===== config.mk =====
export PLATFORM = sky130hd
export DESIGN_NAME = btc_div
export DESIGN_NICKNAME = d
export VERILOG_FILES = /design/src/hw/rtl/btc_div.sv
export SDC_FILE = /design/constraint.sdc
export NUM_CORES = 1
export LEC_CHECK = 0
export ABC_CLOCK_PERIOD_IN_PS = 2250
export BUFFER_PORTS_ARGS = -buffer_cell sky130_fd_sc_hd__buf_4
export CAP_MARGIN = 20
export CORE_AREA = 2 2 79 73
export CTS_CLUSTER_DIAMETER = 60
export CTS_CLUSTER_SIZE = 8
export DETAILED_ROUTE_END_ITERATION = 8
export DIE_AREA = 0 0 81 75
export PLACE_DENSITY = 0.67
export SLEW_MARGIN = 5
export SYNTH_ARGS = -nofsm -noshare
export SYNTH_HDL_FRONTEND = slang
export SYNTH_SLANG_ARGS = --single-unit

===== constraint.sdc =====
create_clock -name clk -period 2.25 [get_ports clk]
set_input_delay 0.225 -clock clk [delete_from_list [all_inputs] [get_ports clk]]
set_output_delay 0.225 -clock clk [all_outputs]
set_load 0.1 [all_outputs]

===== src/hw/rtl/btc_div.sv =====
module btc_div #(
  parameter int NUM_W = 28,
  parameter int DEN_W = 5
) (
  input  logic             clk,
  input  logic             rst_n,
  input  logic             start,
  input  logic [NUM_W-1:0] num,
  input  logic [DEN_W-1:0] den,
  output logic             done,
  output logic [NUM_W-1:0] quo
);

  localparam int CNT_W = (NUM_W > 1) ? $clog2(NUM_W) : 1;

  logic             busy_r;
  logic             done_r;
  logic [CNT_W-1:0] cnt_r;
  logic [DEN_W-1:0] rem_r;
  logic [DEN_W-1:0] den_r;
  logic [NUM_W-1:0] quo_r;

  logic [DEN_W:0]   trial;
  logic             qbit;
  logic [DEN_W-1:0] rem_nxt;

  // one quotient bit per cycle, restoring
  always_comb begin
    trial   = {rem_r, quo_r[NUM_W-1]};
    qbit    = (trial >= {1'b0, den_r});
    rem_nxt = qbit ? DEN_W'(trial - {1'b0, den_r}) : DEN_W'(trial);
  end

  always_ff @(posedge clk) begin
    if (!rst_n) begin
      busy_r <= 1'b0;
      done_r <= 1'b0;
    end else begin
      done_r <= 1'b0;
      if (start) begin
        busy_r <= 1'b1;
      end else if (busy_r && cnt_r == CNT_W'(NUM_W - 1)) begin
        busy_r <= 1'b0;
        done_r <= 1'b1;
      end
    end
  end

  always_ff @(posedge clk) begin
    if (start) begin
      cnt_r <= '0;
      rem_r <= '0;
      den_r <= den;
      quo_r <= num;
    end else if (busy_r) begin
      cnt_r <= cnt_r + CNT_W'(1);
      rem_r <= rem_nxt;
      quo_r <= {quo_r[NUM_W-2:0], qbit};
    end
  end

  assign done = done_r;
  assign quo  = quo_r;

endmodule


# Yosys cells after proc, flatten, opt, wreduce, memory -nomap -nowiden

Cells that the tools add are included.

Logic and storage cells: 21
Flip-flop bits (word level): 45
Bits of input ports: 36
Output and inout port bits: 29

$add $sub $neg: 2
Order comparisons: 1
Bitwise operators: 1
Mux-type cells: 6
Equal/unequal tests: 1
Reduce and logical (&&, ||, !) cells: 4

Operators with widths:

| operator                                                       | count |
|---|---|
| 28-bit two-way mux                                             | 2 |
| 6-bit by 5-bit >= comparator with 1-bit output                 | 1 |
| 5-bit by 1-bit adder with 5-bit output (second input constant) | 1 |
| 5-bit equality test (second input constant)                    | 1 |
| 5-bit two-way mux                                              | 1 |
| 5-bit subtractor                                               | 1 |
| 2-bit nonzero test                                             | 2 |
| 1-bit two-way mux                                              | 3 |
| 2-bit OR reduction                                             | 1 |
| 1-bit logical AND                                              | 1 |
| 1-bit inverter                                                 | 1 |

# Logic depth before layout (Yosys ltp)

Word-level depth: 4
Depth in mapped cells: 8
Depth with buffers taken out: 8

# Worst setup path before layout

No wires, ideal clock.

Path kind: register -> register
Start point: reg quo_r[27], in the netlist quo[27]
End point: reg rem_r[3]
Setup time: 115 ps
Period minus slack after synthesis: 2609 ps
Slack: -359 ps
Path buffers: 0
Arrival time: 2494 ps
Cell stages (with the launch flop): 9
Cell sequence: edfxtp_1 > inv_1 > ha_1 > inv_1 > fa_1 > a211o_1 > o211a_2 > or3_1 > a31o_1

Word-level cells in the longest chain between the ends: 2
Elaborated cells on any way between the ends: 3

RTL lines:

| element                                                                            | line   | RTL |
|---|---|---|
| start: declaration                                                                 | 21     | `logic [NUM_W-1:0] quo_r;` |
| start signal: assignment                                                           | 54     | `quo_r <= num;` |
| start signal: assignment                                                           | 58     | `quo_r <= {quo_r[NUM_W-2:0], qbit};` |
| 5-bit subtractor or 6-bit by 5-bit >= comparator with 1-bit output (tied branches) | 31, 30 |  |
| 5-bit two-way mux (*)                                                              | 31     | `rem_nxt = qbit ? DEN_W'(trial - {1'b0, den_r}) : DEN_W'(trial);` |
| end signal: assignment                                                             | 57     | `rem_r <= rem_nxt;` |
| end: declaration                                                                   | 19     | `logic [DEN_W-1:0] rem_r;` |

Mark *: on every way between the ends. The rest lies on a longest branch, timed or not.
A chain may end at the register's enable or synchronous reset.

# Worst setup path in the final report

Ends and elaborated chain as after synthesis.

==> results by group <==
Drt
  – DRC violation count after routing: 0
  – Drt pass-1 iters: 4
  – Vias after detailed routing: 1422
  – Average routed wire per standard cell: roughly 14 µm
  – Number of vias per cell: around 4.9
  – WL met2: 1848 µm
  – Sum of met3 wire segment lengths after detailed routing: 301 µm
  – Highest metal used: met4
  – Final wirelength: 4095 µm
  – Metal1 wirelength: around 1900 µm
  – Number of nets still failing antenna checks after routing: 0
  – 1st-iter DRT viols: 73

Setup path
  – Crit Path Max Fanout: 5
  – Required time of the worst setup path: 2.44 ns
  – Crit Reg-Reg Endpoint: rem_r[3]
  – Worst setup path startpoint: quo[27]
  – Startpoint kind of the worst setup timing path: register
  – Type of the setup path with the least slack: register to register
  – Register-to-register path setup slack: around 0.053 ns
  – Source of the worst register-to-register timing path: quo[27]
  – Crit end category: register
  – Number of cells on the worst reg-to-reg path: 8
  – Endpoint arrival time on the critical path: around 2.4 ns

Placement
  – Detailed-placement wirelength estimate: 2920 µm
  – Input/output buffers: 64
  – Area after detailed placement: 2619 µm²
  – Placed Cells incl. Taps: 280
  – Worst slack at placement: between 0.08 and 0.09 ns
  – Final GP Congestion: 0.7824

Global route
  – Number of global-route vias before repair: about 1400
  – Largest net degree at the start of global routing: 29
  – Grt total ovfl: 0
  – Aggregate global-route resource usage: about 14%
  – Initial antenna violation count: 0
  – Wire length of the first global-routing pass: about 6500 µm

Layout
  – Antenna diodes: 0
  – Non-filler instance count after layout: slightly below 300
  – Most used cells in the layout excluding fill and tap cells: buf_4 (68), edfxtp_1 (33), mux2_2 (27), dfxtp_1 (12), nor2_1 (11)
  – Most common cell after layout, fill and taps aside: buf_4
  – Final Cell Area: 2743 µm²
  – Area growth from synthesis to layout: 33.58%
  – Fraction of layout cells with a size suffix above 1: between 40 and 50%
  – Nets: roughly 260

Worst hold path
  – Beginning of the worst hold path: den[0]
  – Sink of the worst hold path: den_r[0]
  – Hold Path Cell Cnt: 1
  – Hold WC Path Type: primary input to register

Yosys
  – Number of unique standard cell types used by synthesis: 34
  – Biggest area consumer among synthesized cells: edfxtp_1
  – Number of flops mapped to enable cells by yosys: 33
  – Area of the mapped netlist: around 2100 µm²
  – Sequential-to-total area share from yosys stat: 59.96%
  – Number of nets produced by synthesis: between 150 and 200
  – Post-Syn Instances: between 150 and 200
  – Warning count from the yosys run: 0
  – Mapped Avg Cell Area: approximately 14 µm²
  – Fraction of registers with async set/reset: 0%
  – Top cell type's share of synthesized area: ~48%
  – Synth top area cells: edfxtp_1 (48%), mux2_2 (15%), dfxtp_1 (12%), ha_1 (3.7%), nor2_1 (2.0%)
  – Top FF cell, synth: edfxtp_1
  – Flip-flop and latch count after synthesis: 45

Floorplanning
  – Die Height: about 75 µm
  – Floorplan die area: approximately 6000 µm²
  – FP Rows: 25
  – Number of ports placed on the die boundary: 65
  – Starting Density: between 30% and 40%
  – Floorplan die width: about 81 µm
  – Core Area: about 5200 µm²

Clocking
  – H-Tree Level Count: 2
  – Clock slew at the register clock pins of the worst setup and hold paths: around 0.08 ns
  – TritonCTS clock tree: yes
  – Hold-fix buffers at CTS: 0
  – Clock insertion delay at the later pin of the skew report: slightly below 0.3 ns
  – TritonCTS Buffers: 5
  – Clock sink count: between 40 and 50
  – Clk Tree Root Cell: clkbuf_8
  – Maximum clock insertion buffer count: 2

Pwr
  – Share of total power in sequential cells: between 40% and 50%
  – Peak VDD IR: between 0.5 and 0.6 mV
  – Design internal power: ~1.5 mW
  – Net Sw Power: ~0.86 mW
  – LEAKAGE: around 1.1 nW
  – Switching Fraction: a little over a third
  – Power per Cell Area: between 800 and 900 nW/µm²
  – Clock power frac: 24.9%
  – Part of the power in combinational logic: between 30% and 40%

Run
  – Maximum Capacitance Violations: 0

STA
  – Peak Freq: 455.1 MHz
  – Shortest clock period the worst path allows after layout: ~2.2 ns
  – Setup slack after layout: 0.05278 ns
  – Worst relative slew slack: 68.38%
  – Worst hold slack: 0.1016 ns
  – Number of hold violations in the final report: 0
  – Fraction of the cycle the final worst path needs: between 90% and 100%
  – Worst slew pin tran: between 0.4 and 0.5 ns
  – Count of final max-slew check failures: 0
  – Final Skew: ~0.0040 ns
  – Unrepaired setup endpoints after global routing: yes
  – Final sum of negative setup slack: 0 ns
  – Final setup vio count: 0

Run status
  – Outcome: finished, final reports clean
power groups by stage:
stage | clock network (mW) | logic (mW) | registers [mW]
floorplan | 0 | 0.197 | 1.43
global route | 0.643 | 0.806 | 1.04
CTS | 0.612 | 0.762 | 1.03
finish | 0.594 | 0.769 | 1.03
detailed placement | 0 | 0.760 | 1.04
global placement | 0 | 0.756 | 1.04
per-stage QoR:
stage	total power [mW]	utilization, %
3_3_place_gp	1.800	50.43
5_1_grt	2.486	52.82
4_1_cts	2.401	52.48
3_5_place_dp	1.804	50.43
6_report	2.388	52.82
2_1_floorplan	1.628	-
final cells by class:
class                   count  area, µm²
repair buffers             68      510.5
fillers                   464       2450
clock inverters             2      33.78
clock buffers               6      72.57
flip-flops and latches     45       1231
well taps                  67      83.83
inverters                  10      37.54
multi-input cells          91      773.2
per-layer routing:
| layer | global-route usage, % | vias to the layer above |
|---|---|---|
| met1 | 19.77 | 663 |
| met5 | 0 | - |
| li1 | - | 708 |
| met3 | 5.156 | 7 |
| met4 | 5.650 | 0 |
| met2 | 20.48 | 44 |
worst max-delay path, cell delays in order (launching register included):
cell and delay [ns]:
edfxtp_1 0.39, inv_1 0.08, ha_2 0.18, inv_2 0.04, fa_2 0.36, a211o_1 0.31
o211a_4 0.17, or3_1 0.35, a31o_1 0.21
sequential cells by signal, indices dropped and copies added (netlist names):
name,count
busy_r,1
cnt_r,5
den_r,5
done,1
quo,28
rem_r,5
worst max-delay path by stage:
stage,to,slack (ns),cells after the start
floorplan,rem_r[3],-0.30,8
global placement,rem_r[3],0.14,8
detailed placement,rem_r[3],0.08,8
CTS,rem_r[3],0.04,8
global route,rem_r[3],-0.03,8
finish,rem_r[3],0.05,8
cell families (layout without fill, tap and decap cells):
logic type	count (synthesis)	after routing	synth area share, %
compound gates	21	21	7.434
buf+inv	16	86	3.291
fa+ha+maj	7	7	4.631
xor+xnor	5	5	2.133
simple gates	30	30	7.252
mux	28	28	15.30
flops	45	45	59.96
Yosys cell counts (2+ instances only):
master / number
nand4_1: 3
edfxtp_1: 33
and3_1: 2
a311oi_1: 4
nand2_1: 4
nor2_1: 11
mux2_2: 27
ha_1: 6
o22ai_1: 2
xor2_1: 4
a21oi_1: 5
o211ai_1: 2
nand3_1: 3
clkbuf_1: 5
inv_1: 10
nor2b_1: 2
dfxtp_1: 12
repair_timing:
item                                   4_1_cts  5_1_grt
endpoints found under the hold margin        0        0
gates resized for setup                      0        3
buffers inserted                             0        1
setup endpoints to repair                    0        1
(Power assumes the default switching activity.)
